### src/sv/csvfs_pkg.sv
// Shared types and constants of the CSV record and field splitter.
package csvfs_pkg;

	localparam logic [7:0] CH_QUOTE = 8'h22;
	localparam logic [7:0] CH_COMMA = 8'h2C;
	localparam logic [7:0] CH_CR    = 8'h0D;
	localparam logic [7:0] CH_LF    = 8'h0A;

	localparam logic [7:0] SEP_RESET = CH_COMMA;

	localparam int QUEUE_DEPTH = 2;

	localparam int KIND_W    = 3;
	localparam int BYTE_W    = 8;
	localparam int FNUM_W    = 8;
	localparam int FCOUNT_W  = 9;

	localparam logic [KIND_W-1:0] KIND_BYTE      = 3'd0;
	localparam logic [KIND_W-1:0] KIND_FIELD_END = 3'd1;
	localparam logic [KIND_W-1:0] KIND_REC_END   = 3'd2;
	localparam logic [KIND_W-1:0] KIND_EMPTY_REC = 3'd3;
	localparam logic [KIND_W-1:0] KIND_STREAM    = 3'd4;
	localparam logic [KIND_W-1:0] KIND_REC_EOS   = 3'd5;

	// One classified input item as it travels from the front to the back.
	typedef struct packed {
		logic              eos;
		logic              cr;
		logic              lf;
		logic              quote;
		logic              sep;
		logic [BYTE_W-1:0] data;
	} token_t;

endpackage

### src/sv/csvfs_front.sv
// Front end: separator register, input handshake and byte classification.
module csvfs_front (
	input  logic                   clk,
	input  logic                   arst_n,
	input  logic                   sep_we,
	input  logic [7:0]             sep_wdata,
	input  logic                   in_valid,
	output logic                   in_stall,
	input  logic [7:0]             data_byte,
	input  logic                   end_of_stream,
	input  logic                   queue_full,
	output logic                   push,
	output csvfs_pkg::token_t      push_token
);
	import csvfs_pkg::*;

	logic [7:0] separator_q;

	always_ff @(posedge clk or negedge arst_n) begin
		if (!arst_n) begin
			separator_q <= SEP_RESET;
		end else if (sep_we) begin
			separator_q <= sep_wdata;
		end
	end

	assign in_stall = queue_full;
	assign push     = in_valid && !queue_full;

	always_comb begin
		push_token.eos   = end_of_stream;
		push_token.cr    = (data_byte == CH_CR);
		push_token.lf    = (data_byte == CH_LF);
		push_token.quote = (data_byte == CH_QUOTE);
		push_token.sep   = (data_byte == separator_q);
		push_token.data  = data_byte;
	end

endmodule

### src/sv/csvfs_queue.sv
// Short token queue that decouples the classifier from the parser.
module csvfs_queue (
	input  logic                   clk,
	input  logic                   arst_n,
	input  logic                   push,
	input  csvfs_pkg::token_t      push_token,
	output logic                   full,
	input  logic                   pop,
	output logic                   head_valid,
	output csvfs_pkg::token_t      head_token
);
	import csvfs_pkg::*;

	localparam int PTR_W = $clog2(QUEUE_DEPTH);
	localparam int CNT_W = $clog2(QUEUE_DEPTH + 1);

	token_t             entry_q [QUEUE_DEPTH];
	logic [PTR_W-1:0]   wr_ptr_q;
	logic [PTR_W-1:0]   rd_ptr_q;
	logic [CNT_W-1:0]   count_q;

	assign full       = (count_q == CNT_W'(QUEUE_DEPTH));
	assign head_valid = (count_q != '0);
	assign head_token = entry_q[rd_ptr_q];

	always_ff @(posedge clk) begin
		if (push) begin
			entry_q[wr_ptr_q] <= push_token;
		end
	end

	always_ff @(posedge clk or negedge arst_n) begin
		if (!arst_n) begin
			wr_ptr_q <= '0;
			rd_ptr_q <= '0;
			count_q  <= '0;
		end else begin
			if (push) begin
				wr_ptr_q <= (wr_ptr_q == PTR_W'(QUEUE_DEPTH - 1)) ? '0 : wr_ptr_q + 1'b1;
			end
			if (pop) begin
				rd_ptr_q <= (rd_ptr_q == PTR_W'(QUEUE_DEPTH - 1)) ? '0 : rd_ptr_q + 1'b1;
			end
			if (push && !pop) begin
				count_q <= count_q + 1'b1;
			end else if (pop && !push) begin
				count_q <= count_q - 1'b1;
			end
		end
	end

endmodule

### src/sv/csvfs_back.sv
// Back end: parser state machine, field counting and the result register.
module csvfs_back #(
	parameter int MAX_FIELDS = 256
) (
	input  logic                            clk,
	input  logic                            arst_n,
	input  logic                            head_valid,
	input  csvfs_pkg::token_t               head_token,
	output logic                            pop,
	output logic                            out_valid,
	input  logic                            out_stall,
	output logic [csvfs_pkg::KIND_W-1:0]    result_kind,
	output logic [csvfs_pkg::BYTE_W-1:0]    out_byte,
	output logic [csvfs_pkg::FNUM_W-1:0]    field_number,
	output logic [csvfs_pkg::FCOUNT_W-1:0]  field_count,
	output logic                            field_overflow
);
	import csvfs_pkg::*;

	localparam int CW = (MAX_FIELDS > 2) ? $clog2(MAX_FIELDS) : 1;
	localparam int EW = (CW > FCOUNT_W) ? CW + 1 : FCOUNT_W + 1;
	localparam logic [CW-1:0] LAST_FIELD = CW'(MAX_FIELDS - 1);

	typedef enum logic [4:0] {
		PH_START    = 5'b00001,
		PH_UNQUOTED = 5'b00010,
		PH_QUOTED   = 5'b00100,
		PH_QSEEN    = 5'b01000,
		PH_AFTER    = 5'b10000
	} phase_t;

	phase_t          phase_q, phase_d;
	logic            swallow_q, swallow_d;
	logic [CW-1:0]   field_q, field_d;
	logic            has_bytes_q, has_bytes_d;
	logic            ovf_q, ovf_d;

	logic            out_valid_q;
	logic [KIND_W-1:0]   kind_q;
	logic [BYTE_W-1:0]   byte_q;
	logic [FNUM_W-1:0]   num_q;
	logic [FCOUNT_W-1:0] count_q;
	logic                fovf_q;

	logic            emit;
	logic            do_byte, do_fend, do_rend;
	logic [KIND_W-1:0]   kind_d;
	logic [BYTE_W-1:0]   byte_d;
	logic [FNUM_W-1:0]   num_d;
	logic [FCOUNT_W-1:0] count_d;
	logic                fovf_d;
	logic [EW-1:0]       field_ext;
	logic [EW-1:0]       field_inc;

	assign field_ext = EW'(field_q);
	assign field_inc = field_ext + EW'(1);

	always_comb begin
		phase_d     = phase_q;
		swallow_d   = 1'b0;
		field_d     = field_q;
		has_bytes_d = has_bytes_q;
		ovf_d       = ovf_q;
		do_byte     = 1'b0;
		do_fend     = 1'b0;
		do_rend     = 1'b0;

		if (head_token.eos) begin
			do_rend = 1'b1;
		end else if (head_token.lf && swallow_q) begin
			// Second half of a CR LF pair: dropped.
		end else if (head_token.cr || head_token.lf) begin
			swallow_d = head_token.cr;
			do_rend   = 1'b1;
		end else begin
			has_bytes_d = 1'b1;
			case (phase_q)
				PH_START: begin
					if (head_token.quote) begin
						phase_d = PH_QUOTED;
					end else if (head_token.sep) begin
						do_fend = 1'b1;
					end else begin
						phase_d = PH_UNQUOTED;
						do_byte = 1'b1;
					end
				end
				PH_QUOTED: begin
					if (head_token.quote) begin
						phase_d = PH_QSEEN;
					end else begin
						do_byte = 1'b1;
					end
				end
				PH_QSEEN: begin
					if (head_token.quote) begin
						phase_d = PH_QUOTED;
						do_byte = 1'b1;
					end else if (head_token.sep) begin
						do_fend = 1'b1;
					end else begin
						phase_d = PH_AFTER;
						do_byte = 1'b1;
					end
				end
				PH_AFTER: begin
					if (head_token.sep) begin
						do_fend = 1'b1;
					end else begin
						do_byte = 1'b1;
					end
				end
				PH_UNQUOTED: begin
					if (head_token.sep) begin
						do_fend = 1'b1;
					end else begin
						do_byte = 1'b1;
					end
				end
				default: begin
					phase_d = PH_START;
				end
			endcase
		end

		emit    = do_byte || do_fend || do_rend;
		kind_d  = KIND_BYTE;
		byte_d  = '0;
		num_d   = field_ext[FNUM_W-1:0];
		count_d = '0;
		fovf_d  = ovf_q;

		if (do_byte) begin
			byte_d = head_token.data;
		end

		if (do_fend) begin
			kind_d  = KIND_FIELD_END;
			phase_d = PH_START;
			if (field_q != LAST_FIELD) begin
				field_d = field_q + 1'b1;
			end else begin
				ovf_d = 1'b1;
			end
		end

		if (do_rend) begin
			if (has_bytes_q) begin
				kind_d  = head_token.eos ? KIND_REC_EOS : KIND_REC_END;
				count_d = field_inc[FCOUNT_W-1:0];
			end else begin
				kind_d = head_token.eos ? KIND_STREAM : KIND_EMPTY_REC;
				num_d  = '0;
				fovf_d = 1'b0;
			end
			phase_d     = PH_START;
			field_d     = '0;
			has_bytes_d = 1'b0;
			ovf_d       = 1'b0;
		end
	end

	// A token leaves the queue whenever the result register is free or being emptied.
	assign pop = head_valid && (!out_valid_q || !out_stall);

	always_ff @(posedge clk or negedge arst_n) begin
		if (!arst_n) begin
			phase_q     <= PH_START;
			swallow_q   <= 1'b0;
			field_q     <= '0;
			has_bytes_q <= 1'b0;
			ovf_q       <= 1'b0;
			out_valid_q <= 1'b0;
		end else begin
			if (pop) begin
				phase_q     <= phase_d;
				swallow_q   <= swallow_d;
				field_q     <= field_d;
				has_bytes_q <= has_bytes_d;
				ovf_q       <= ovf_d;
				out_valid_q <= emit;
			end else if (!out_stall) begin
				out_valid_q <= 1'b0;
			end
		end
	end

	always_ff @(posedge clk) begin
		if (pop && emit) begin
			kind_q  <= kind_d;
			byte_q  <= byte_d;
			num_q   <= num_d;
			count_q <= count_d;
			fovf_q  <= fovf_d;
		end
	end

	assign out_valid      = out_valid_q;
	assign result_kind    = kind_q;
	assign out_byte       = byte_q;
	assign field_number   = num_q;
	assign field_count    = count_q;
	assign field_overflow = fovf_q;

	a_count_on_rec_end: assert property (@(posedge clk) disable iff (!arst_n)
		out_valid_q && (kind_q == KIND_REC_END || kind_q == KIND_REC_EOS)
		|-> count_q != '0)
		else $error("record end carries a zero field count");

	a_empty_rec_clean: assert property (@(posedge clk) disable iff (!arst_n)
		out_valid_q && (kind_q == KIND_EMPTY_REC || kind_q == KIND_STREAM)
		|-> num_q == '0 && !fovf_q && count_q == '0)
		else $error("empty record or stream end carries field information");

	a_ovf_saturated: assert property (@(posedge clk) disable iff (!arst_n)
		ovf_q |-> field_q == LAST_FIELD)
		else $error("overflow flag set while field index is not saturated");

	a_fresh_record: assert property (@(posedge clk) disable iff (!arst_n)
		pop && !has_bytes_q && !head_token.eos && !head_token.cr && !head_token.lf
		|-> field_q == '0 && !ovf_q)
		else $error("record without bytes has a nonzero field state");

endmodule

### src/sv/csv_record_field_splitter_unit.sv
// Top level: a CSV byte stream splitter that takes one byte per clock while in_stall is low
// and emits fields and records. This unit takes one item (a text byte or an end-of-stream mark)
// per clock while in_stall is low and gives at most one result per item; empty cycles on either
// side cost nothing but the time they last. An accepted item is written into the two-entry
// token queue behind the classifier, and the parser then loads its result from the queue head
// into its result register, from which it can be taken. The parser state machine updates its
// state on every pop, so it sustains one item per clock while the output is taken. The separator
// register resets to comma and must be written only while the unit holds no pending item.
// Records end at CR, LF or CR LF; the field index saturates at MAX_FIELDS-1 with an overflow flag.
module csv_record_field_splitter_unit #(
	parameter int MAX_FIELDS = 256
) (
	input  logic                            clk,
	input  logic                            arst_n,
	input  logic                            sep_we,
	input  logic [7:0]                      sep_wdata,
	input  logic                            in_valid,
	output logic                            in_stall,
	input  logic [7:0]                      data_byte,
	input  logic                            end_of_stream,
	output logic                            out_valid,
	input  logic                            out_stall,
	output logic [csvfs_pkg::KIND_W-1:0]    result_kind,
	output logic [csvfs_pkg::BYTE_W-1:0]    out_byte,
	output logic [csvfs_pkg::FNUM_W-1:0]    field_number,
	output logic [csvfs_pkg::FCOUNT_W-1:0]  field_count,
	output logic                            field_overflow
);
	import csvfs_pkg::*;

	logic   push;
	token_t push_token;
	logic   queue_full;
	logic   pop;
	logic   head_valid;
	token_t head_token;

	csvfs_front u_front (
		.clk           (clk),
		.arst_n        (arst_n),
		.sep_we        (sep_we),
		.sep_wdata     (sep_wdata),
		.in_valid      (in_valid),
		.in_stall      (in_stall),
		.data_byte     (data_byte),
		.end_of_stream (end_of_stream),
		.queue_full    (queue_full),
		.push          (push),
		.push_token    (push_token)
	);

	csvfs_queue u_queue (
		.clk        (clk),
		.arst_n     (arst_n),
		.push       (push),
		.push_token (push_token),
		.full       (queue_full),
		.pop        (pop),
		.head_valid (head_valid),
		.head_token (head_token)
	);

	csvfs_back #(
		.MAX_FIELDS (MAX_FIELDS)
	) u_back (
		.clk            (clk),
		.arst_n         (arst_n),
		.head_valid     (head_valid),
		.head_token     (head_token),
		.pop            (pop),
		.out_valid      (out_valid),
		.out_stall      (out_stall),
		.result_kind    (result_kind),
		.out_byte       (out_byte),
		.field_number   (field_number),
		.field_count    (field_count),
		.field_overflow (field_overflow)
	);

endmodule
### config.mk
export PLATFORM = sky130hd
export DESIGN_NAME = csv_record_field_splitter_unit
export DESIGN_NICKNAME = d
export VERILOG_FILES = /design/src/sv/csvfs_pkg.sv /design/src/sv/csvfs_front.sv /design/src/sv/csvfs_queue.sv /design/src/sv/csvfs_back.sv /design/src/sv/csv_record_field_splitter_unit.sv
export SDC_FILE = /design/constraint.sdc
export NUM_CORES = 1
export LEC_CHECK = 0
export ABC_AREA = 1
export BUFFER_PORTS_ARGS = -buffer_cell sky130_fd_sc_hd__buf_2
export CAP_MARGIN = 20
export CORE_UTILIZATION = 40
export CTS_BUF_LIST = sky130_fd_sc_hd__clkbuf_16
export CTS_CLUSTER_DIAMETER = 80
export DETAILED_ROUTE_END_ITERATION = 7
export PLACE_DENSITY_LB_ADDON = 0.3
export SETUP_SLACK_MARGIN = 0.05
export SYNTH_ARGS = -nofsm -noshare
export SYNTH_HDL_FRONTEND = slang
export SYNTH_SLANG_ARGS = --single-unit
### constraint.sdc
create_clock -name clk -period 3.8 [get_ports clk]
set_input_delay 0.76 -clock clk [delete_from_list [all_inputs] [get_ports clk]]
set_output_delay 0.76 -clock clk [all_outputs]
set_load 0.01 [all_outputs]
==> results of run 1 <==
## synth_stat cells (all sizes together)
cell | instances | area, sq um
mux2 | 8 | 90.1
nor3 | 5 | 25.0
xor2 | 8 | 70.1
nand3b | 1 | 7.51
dfrtp | 25 | 626
edfxtp | 55 | 1650
nor2 | 53 | 201
nand4 | 10 | 62.6
a31oi | 1 | 21.3
nand3 | 23 | 138
buf | 3 | 30.0
a21oi | 10 | 61.3
inv | 40 | 150
dfstp | 4 | 105
ha | 4 | 50.1
nand2 | 84 | 343
xnor2 | 9 | 78.8
and2 | 1 | 6.26
or2 | 1 | 6.26
clkbuf | 2 | 7.51
o21ai | 8 | 40.0
clkinv | 1 | 5.00
a22o | 1 | 8.76
## state kept, by name, indices dropped and copies added (netlist names), 2 cells and up
name,flops
u_back.field_q,8
u_back.result_kind,3
u_back.field_count,9
u_back.field_number,8
u_queue.count_q,2
u_queue.entry_q,26
u_back.phase_q,5
u_front.separator_q,8
u_back.out_byte,8
## stage by stage
step | power, mW | area (sq um) | worst slack (ps)
after floorplan | 2.31 | 3780 | 1300
after global placement | 2.64 | 4160 | 1320
after detailed placement | 2.66 | 4160 | 1200
after CTS | 3.51 | 4450 | 1190
after global routing | 3.73 | 4460 | 879
final | 3.48 | 4460 | 1190
## worst max-delay path by stage
stage,startpoint,end,slack (ps),cells after the start
detailed placement,u_queue.rd_ptr_q,u_back.field_number[1],1200,13
global route,u_queue.rd_ptr_q,u_back.field_count[5],880,13
global placement,u_queue.rd_ptr_q,u_back.field_count[1],1320,13
floorplan,out_stall,u_back.field_count[0],1300,6
finish,u_queue.rd_ptr_q,u_back.out_byte[0],1190,13
CTS,u_queue.rd_ptr_q,u_back.field_count[7],1190,13
## routing by layer
layer	track usage, %	routed length (microns)	vias up	part of all wire (%)
li1	-	-	1304	-
met1	17.9	3050	1145	46
met2	24.9	3130	64	47
met3	5.13	286	9	4.3
met4	8.48	136	0	2.1
met5	0	0	-	0
## power groups by stage
stage	Sequential, mW	Combinational [mW]	Clock [mW]
final	1.48	1.16	0.846
after global routing	1.51	1.31	0.912
after CTS	1.48	1.17	0.866
after detailed placement	1.50	1.16	0
after global placement	1.49	1.15	0
after floorplan	1.57	0.749	0
## cell families (layout without fill, tap and decap cells)
logic type / after synthesis / after routing / synth area share [%]
AO/OA/AOI/OAI: 20 / 20 / 3.47
multiplexers: 8 / 8 / 2.38
AND/OR/NAND/NOR: 178 / 178 / 20.9
flip-flops: 84 / 84 / 62.9
XOR/XNOR: 17 / 17 / 3.93
buffers and inverters: 46 / 112 / 5.09
adder cells (fa/ha/maj): 4 / 4 / 1.32
## worst max-delay path, delay by kind of cell, from the launching register on
| family | cells | cell delay (ps) |
|---|---|---|
| buf+inv | 4 | 670 |
| simple gates | 9 | 930 |
| flops | 1 | 640 |
## layout make-up
| class | count | area (sq um) |
|---|---|---|
| Clock buffer | 9 | 225 |
| Fill cell | 868 | 4740 |
| Clock inverter | 7 | 66.3 |
| Multi-Input combinational cell | 227 | 1210 |
| Sequential cell | 84 | 2380 |
| Timing Repair Buffer | 55 | 283 |
| Tap cell | 111 | 139 |
| Inverter | 41 | 155 |
==> flow_summary.ini, run 1 <==
[place]
portBuffers = 52
place_inst = 517
hpwl_microns = 4770
gp_congestion = 0.859

[routing]
drt_pre_antenna_iters = 5
ant_nets = 0
viasPerCell = 4.72
drt-total-wl_microns = 6610
wire_per_inst_microns = 12.4
drc_errors = 0
initialDrtViolationCount = 122
vias = 2522

[sta]
finalCriticalPeriod_ps = 2610
hold_violations = 0
tightest_slew_ps = 684
whs_ps = 460
skew_ps = 6.03
grt_setup_unrepaired = no
fmax_mhz = 384
tns_ps = 0
relSlewSlack_pct = 54.4
final.period_utilization_pct = 68.6
slew_viol_final = 0
setup_viol = 0

[critical_path]
reg2reg_slack_ps = 1190
crit_fanout = 29
critPathMaxStageDelay_ps = 640
slowest_stage = dfrtp_1
cp.arrival_ps = 2610
cpMostUsedCell = nand2_1
cp_cell_sequence = inv_2, nand2_1, nand2_1, nor2_1, nand2_1, nand2_1, nand2_2, nand2_4, inv_1, nand2_1, nand2_1, inv_1, buf_4
r2r-start = u_queue.rd_ptr_q
timing.rr.end = u_back.out_byte[0]
required_ps = 3810
start_kind = register
reg2reg_depth = 13
crit_type = reg2reg
endpoint_kind = register

[cts]
hold_buffers = 0
htree_levels = 3
clkTransAtPathRegs_ps = 60
cts_tree = built
cts_setup_buffers = 0
clk_path_buf_depth = 2
cts-resized-gates = 0
cts_root_buffer = clkbuf_16
insertion_delay_ps = 340
clock-sinks = 84
cts_buffers = 9

[power_and_ir_drop]
intPower_mw = 2.23
p_sw_mw = 1.25
seq_power_share_pct = 42.4
clock_power_share_pct = 24.3
p_leak_nw = 1.95
ir_worst_vdd_v = 0.000326
combinationalPowerShare_pct = 33.3
swShare_pct = 35.9
powerDensity_nw_per_um2 = 780

[worst_hold_path]
hold_path.class = in2async

[synth]
ys_warn_count = 0
syn_inst = 357
synth.cell_area_sq_um = 3780
synth.yosys.seq_area_share_pct = 62.9
syn_nets = 383
synth.avg_cell_area_sq_um = 10.6
yosys.cell_types.count = 32
ys_ff_latch = 84

[die]
die_h_microns = 99.3
die_area_sq_um = 9860
ios = 53
die_width_microns = 99.3
coreArea_sq_um = 9200
start_util_pct = 41.2
rows = 35

[grt]
grt_max_degree = 30
grt_pass1_vias = 2519
antenna_found_initial = 0
grtUsageTotal_pct = 15.3
grt_overflow = 0
grt_pass1_wl_microns = 11500

[cells_and_area]
layout_common_cells = nand2_1, edfxtp_1, nor2_1, buf_2, inv_1
drive_above_1_share_pct = 23.2
final-instance-count-excl-fill = 534
layout_commonest_cell = nand2_1
area_growth_pct = 17.9
nets = 444
diodes = 0
post-route-util_pct = 48.5

[run_status]
outcome = completed

[flow_run]
max-cap-violations = 0
(Power assumes the default switching activity.)
==> inputs of run 2 (changes only) <==
==> constraint.sdc (replaced) <==
create_clock -name clk -period 2.7 [get_ports clk]
set_input_delay 0.54 -clock clk [delete_from_list [all_inputs] [get_ports clk]]
set_output_delay 0.54 -clock clk [all_outputs]
set_load 0.01 [all_outputs]
==> flow_summary.ini, run 2 (synthesis gave the netlist of run 1 again) <==
[run_status]
outcome = completed

[die]
rows = 35
die_width_microns = 99.3
ios = 53
die_area_sq_um = 9860
die_h_microns = 99.3
coreArea_sq_um = 9200
start_util_pct = 41.2

[cts]
clkTransAtPathRegs_ps = 60
cts_buffers = 9
cts_root_buffer = clkbuf_16
cts_tree = built
insertion_delay_ps = 330
clock-sinks = 84
cts_setup_buffers = 0
htree_levels = 3
clk_path_buf_depth = 2

[grt]
grt_pass1_vias = 2471
grt_overflow = 0
grtUsageTotal_pct = 15.1
antenna_found_initial = 0
grt_pass1_wl_microns = 11300
grt_max_degree = 30

[routing]
ant_nets = 0
initialDrtViolationCount = 119
wire_per_inst_microns = 12.6
drc_errors = 0
vias = 2542
drt-total-wl_microns = 6730
viasPerCell = 4.74
drt_pre_antenna_iters = 4

[place]
post-place-ws_ps = 297
portBuffers = 52
gp_congestion = 0.855
hpwl_microns = 5000

[critical_path]
cp.arrival_ps = 2320
cpLargestDelayFamily = simple AND/OR/NAND/NOR gates
cp_num_buf_inv = 4
start_kind = register
critPathMaxStageDelay_ps = 510
cp_cell_sequence = inv_2, nand2_1, nand2_1, nor2_1, nand2_1, nand2_1, nand2_2, nand2_4, inv_1, nand2_1, nand2_1, inv_1, buf_12
path_depth = 13
required_ps = 2740
reg2reg_depth = 13
crit_type = reg2reg
slowest_stage = dfrtp_2
crit_fanout = 23
endpoint_kind = register
cpMostUsedCell = nand2_1

[sta]
tns_ps = 0
skew_ps = 5.03
tightest_slew_ps = 742
setup_viol = 0
fmax_mhz = 438
finalCriticalPeriod_ps = 2280
relSlewSlack_pct = 50.2
hold_violations = 0
grt_setup_unrepaired = no
final.period_utilization_pct = 84.6
setup_ws_ps = 415
slew_viol_final = 0

[cells_and_area]
area_growth_pct = 18.6
diodes = 0
fillers = 853
layout_common_cells = nand2_1, edfxtp_1, nor2_1, buf_2, inv_1
layout_commonest_cell = nand2_1
drive_above_1_share_pct = 24.0
top_register = u_queue.entry_q
largest_reg_flops = 26
nets = 446

[power_and_ir_drop]
ir_worst_vdd_v = 0.000441
p_leak_nw = 1.97
powerDensity_nw_per_um2 = 1100

[worst_hold_path]
hold_path.class = in2async

[flow_run]
max-cap-violations = 0
run 2: worst paths after layout:
check / startpoint / to / slack [ps]
max in group asynchronous: arst_n / u_queue.rd_ptr_q / 1980
max: u_queue.rd_ptr_q / u_back.out_byte[1] / 420
min in group clk: end_of_stream / u_queue.entry_q[0][12] / 400
min reg2reg: u_back.phase_q[0] / u_back.phase_q[0] / 490
max reg2reg: u_queue.rd_ptr_q / u_back.out_byte[1] / 420
min: arst_n / u_back.ovf_q / 250
run 2: final cells by class:
class / instances / area [sq um] / area share (%)
well taps: 111 / 139 / 3.09
repair buffers: 57 / 310 / 6.91
flip-flops and latches: 84 / 2380 / 53.1
inverters: 41 / 155 / 3.46
clock inverters: 7 / 67.6 / 1.50
clock buffers: 9 / 225 / 5.02
multi-input cells: 227 / 1210 / 26.9
run 2: layer usage:
layer | global-route usage [%] | up-vias | part of all wire [%]
li1 | - | 1304 | -
met1 | 17.4 | 1160 | 44
met2 | 26.0 | 68 | 51
met3 | 5.20 | 10 | 3.6
met4 | 5.43 | 0 | 1.6
met5 | 0 | - | 0
run 2: worst reg2reg max path, stage by stage (launching register included):
cell and delay (ps):
dfrtp_2 510, inv_2 160, nand2_1 100, nand2_1 110
nor2_1 160, nand2_1 90, nand2_1 80, nand2_2 120
nand2_4 170, inv_1 60, nand2_1 50, nand2_1 70
inv_1 120, buf_12 180
run 2: repair_timing:
item                                    4_1_cts  5_1_grt
endpoints found under the setup margin        0       29
resized for setup                             0        1
hold buffers                                  0        0
run 2: metrics by stage:
step,utilization (%),instance area (sq um),hold WS (ps),power [mW],std cells
4_1_cts,48.8,4490,263,5.02,536
5_1_grt,48.8,4490,274,5.30,536
3_3_place_gp,45.6,4200,462,3.79,520
2_1_floorplan,-,3780,244,3.26,357
3_5_place_dp,45.6,4200,481,3.82,520
6_report,48.8,4490,248,4.96,536
run 2: power by group:
group	internal [mW]	leakage (nW)	switching (mW)
Clock	0.712	0.149	0.469
Sequential	1.90	0.900	0.178
Combinational	0.585	0.920	1.12
Total	3.20	1.97	1.76
==> inputs of run 3 (changes only) <==
==> constraint.sdc (replaced) <==
create_clock -name clk -period 2.11 [get_ports clk]
set_input_delay 0.422 -clock clk [delete_from_list [all_inputs] [get_ports clk]]
set_output_delay 0.422 -clock clk [all_outputs]
set_load 0.01 [all_outputs]
==> flow_summary.ini, run 3 (synthesis gave the netlist of run 1 again) <==
[critical_path]
start_kind = register
critPathMaxStageDelay_ps = 450
cp_num_buf_inv = 5
crit_type = reg2reg
cp.arrival_ps = 2020
cp_cell_sequence = buf_4, nand2_1, o21ai_2, inv_2, nand2_2, a21oi_4, nand2_4, inv_2, nand2_1, nand2_2, clkinvlp_4, clkbuf_16
cpLargestDelayFamily = buffers and inverters
crit_fanout = 14
endpoint_kind = register
slowest_stage = dfrtp_2
required_ps = 2200

[grt]
antenna_found_initial = 0
grt_max_degree = 30
grtUsageTotal_pct = 14.8
grt_pass1_wl_microns = 11300
grt_pass1_vias = 2516
grt_overflow = 0

[worst_hold_path]
hold_path.class = in2async

[place]
hpwl_microns = 4800
portBuffers = 52
place_inst = 525
gp_congestion = 0.824

[cts]
cts_buffers = 9
clkTransAtPathRegs_ps = 60
hold_buffers = 0
insertion_delay_ps = 330
cts_tree = built
clock-sinks = 84
clk_path_buf_depth = 2
cts_root_buffer = clkbuf_16
htree_levels = 3

[sta]
skew_ps = 6.43
final.period_utilization_pct = 91.6
fmax_mhz = 518
slew_viol_final = 0
tns_ps = 0
whs_ps = 131
finalCriticalPeriod_ps = 1930
tightest_slew_ps = 678
grt_setup_unrepaired = no
relSlewSlack_pct = 54.8
hold_violations = 0
setup_viol = 0

[power_and_ir_drop]
ir_worst_vdd_v = 0.000604
p_leak_nw = 2.02
swShare_pct = 34.5
powerDensity_nw_per_um2 = 1450
intPower_mw = 4.40
combinationalPowerShare_pct = 36.6
clock_power_share_pct = 24.2
seq_power_share_pct = 39.2
p_sw_mw = 2.32
p_total_mw = 6.72

[die]
rows = 35
start_util_pct = 41.2
die_h_microns = 99.3
coreArea_sq_um = 9200
die_width_microns = 99.3
ios = 53
die_area_sq_um = 9860

[cells_and_area]
final-instance-count-excl-fill = 548
layout_common_cells = nand2_1, edfxtp_1, buf_2, nor2_1, inv_1
drive_above_1_share_pct = 27.9
top_register = u_queue.entry_q
diodes = 0
fillers = 823
largest_reg_flops = 26
area_growth_pct = 22.8
layout_commonest_cell = nand2_1
nets = 458

[routing]
initialDrtViolationCount = 136
drc_errors = 0
vias = 2545
ant_nets = 0
drt-total-wl_microns = 6620
drt_pre_antenna_iters = 4
viasPerCell = 4.64
wire_per_inst_microns = 12.1

[run_status]
outcome = completed

[flow_run]
max-cap-violations = 0
[run 3: power groups by stage]
stage / Combinational [mW] / Clock, mW / Sequential, mW
2_1_floorplan: 1.38 / 0 / 2.82
3_3_place_gp: 2.24 / 0 / 2.69
3_5_place_dp: 2.28 / 0 / 2.70
4_1_cts: 2.29 / 1.66 / 2.67
5_1_grt: 2.74 / 1.73 / 2.70
6_report: 2.46 / 1.62 / 2.64
[run 3: layout make-up]
class / instances / area (sq um) / share of cell area, %
repair buffers: 69 / 418 / 8.99
inverters: 41 / 159 / 3.42
multi-input cells: 227 / 1230 / 26.5
well taps: 111 / 139 / 2.99
flip-flops and latches: 84 / 2380 / 51.3
clock buffers: 9 / 225 / 4.85
clock inverters: 7 / 91.3 / 1.97
[run 3: worst register-to-register path, stage by stage (launching register included)]
cell and delay, ps:
dfrtp_2 450, buf_4 170, nand2_1 60, o21ai_2 70, inv_2 80, nand2_2 90, a21oi_4 190, nand2_4 60
inv_2 40, nand2_1 50, nand2_2 90, clkinvlp_4 140, clkbuf_16 200
[run 3: per-stage QoR]
stage | worst slack (ps) | utilization (%) | instance area, sq um
after CTS | 80.0 | 49.6 | 4560
after global routing | 50.1 | 50.5 | 4650
after detailed placement | 83.3 | 46.2 | 4250
after floorplan | 23.3 | - | 3800
final | 178 | 50.5 | 4650
after global placement | 192 | 46.2 | 4250
[run 3: path summary, 6_finish.rpt]
check                      cells past startpoint                endpoint  slack, ps               from
setup / recovery                              12   u_back.result_kind[0]        180   u_queue.rd_ptr_q
hold / removal                                 1       u_back.phase_q[2]        130             arst_n
setup reg to reg                              12   u_back.result_kind[0]        180   u_queue.rd_ptr_q
hold reg to reg                                2       u_back.field_q[7]        470  u_back.field_q[7]
max in group asynchronous                      1        u_queue.rd_ptr_q       1500             arst_n
min in group clk                               1  u_queue.entry_q[1][12]        290      end_of_stream
[run 3: what timing repair did]
action,4_1_cts,5_1_grt
buffers inserted,0,6
gates resized for setup,0,4
setup endpoints to repair,0,38
[run 3: routing by layer]
| metal | vias up | global-route usage (%) | part of all wire (%) |
|---|---|---|---|
| met3 | 7 | 4.71 | 4.5 |
| met1 | 1146 | 17.5 | 46 |
| met2 | 61 | 25.3 | 48 |
| met5 | - | 0 | 0 |
| met4 | 0 | 5.43 | 1.4 |
| li1 | 1331 | - | - |
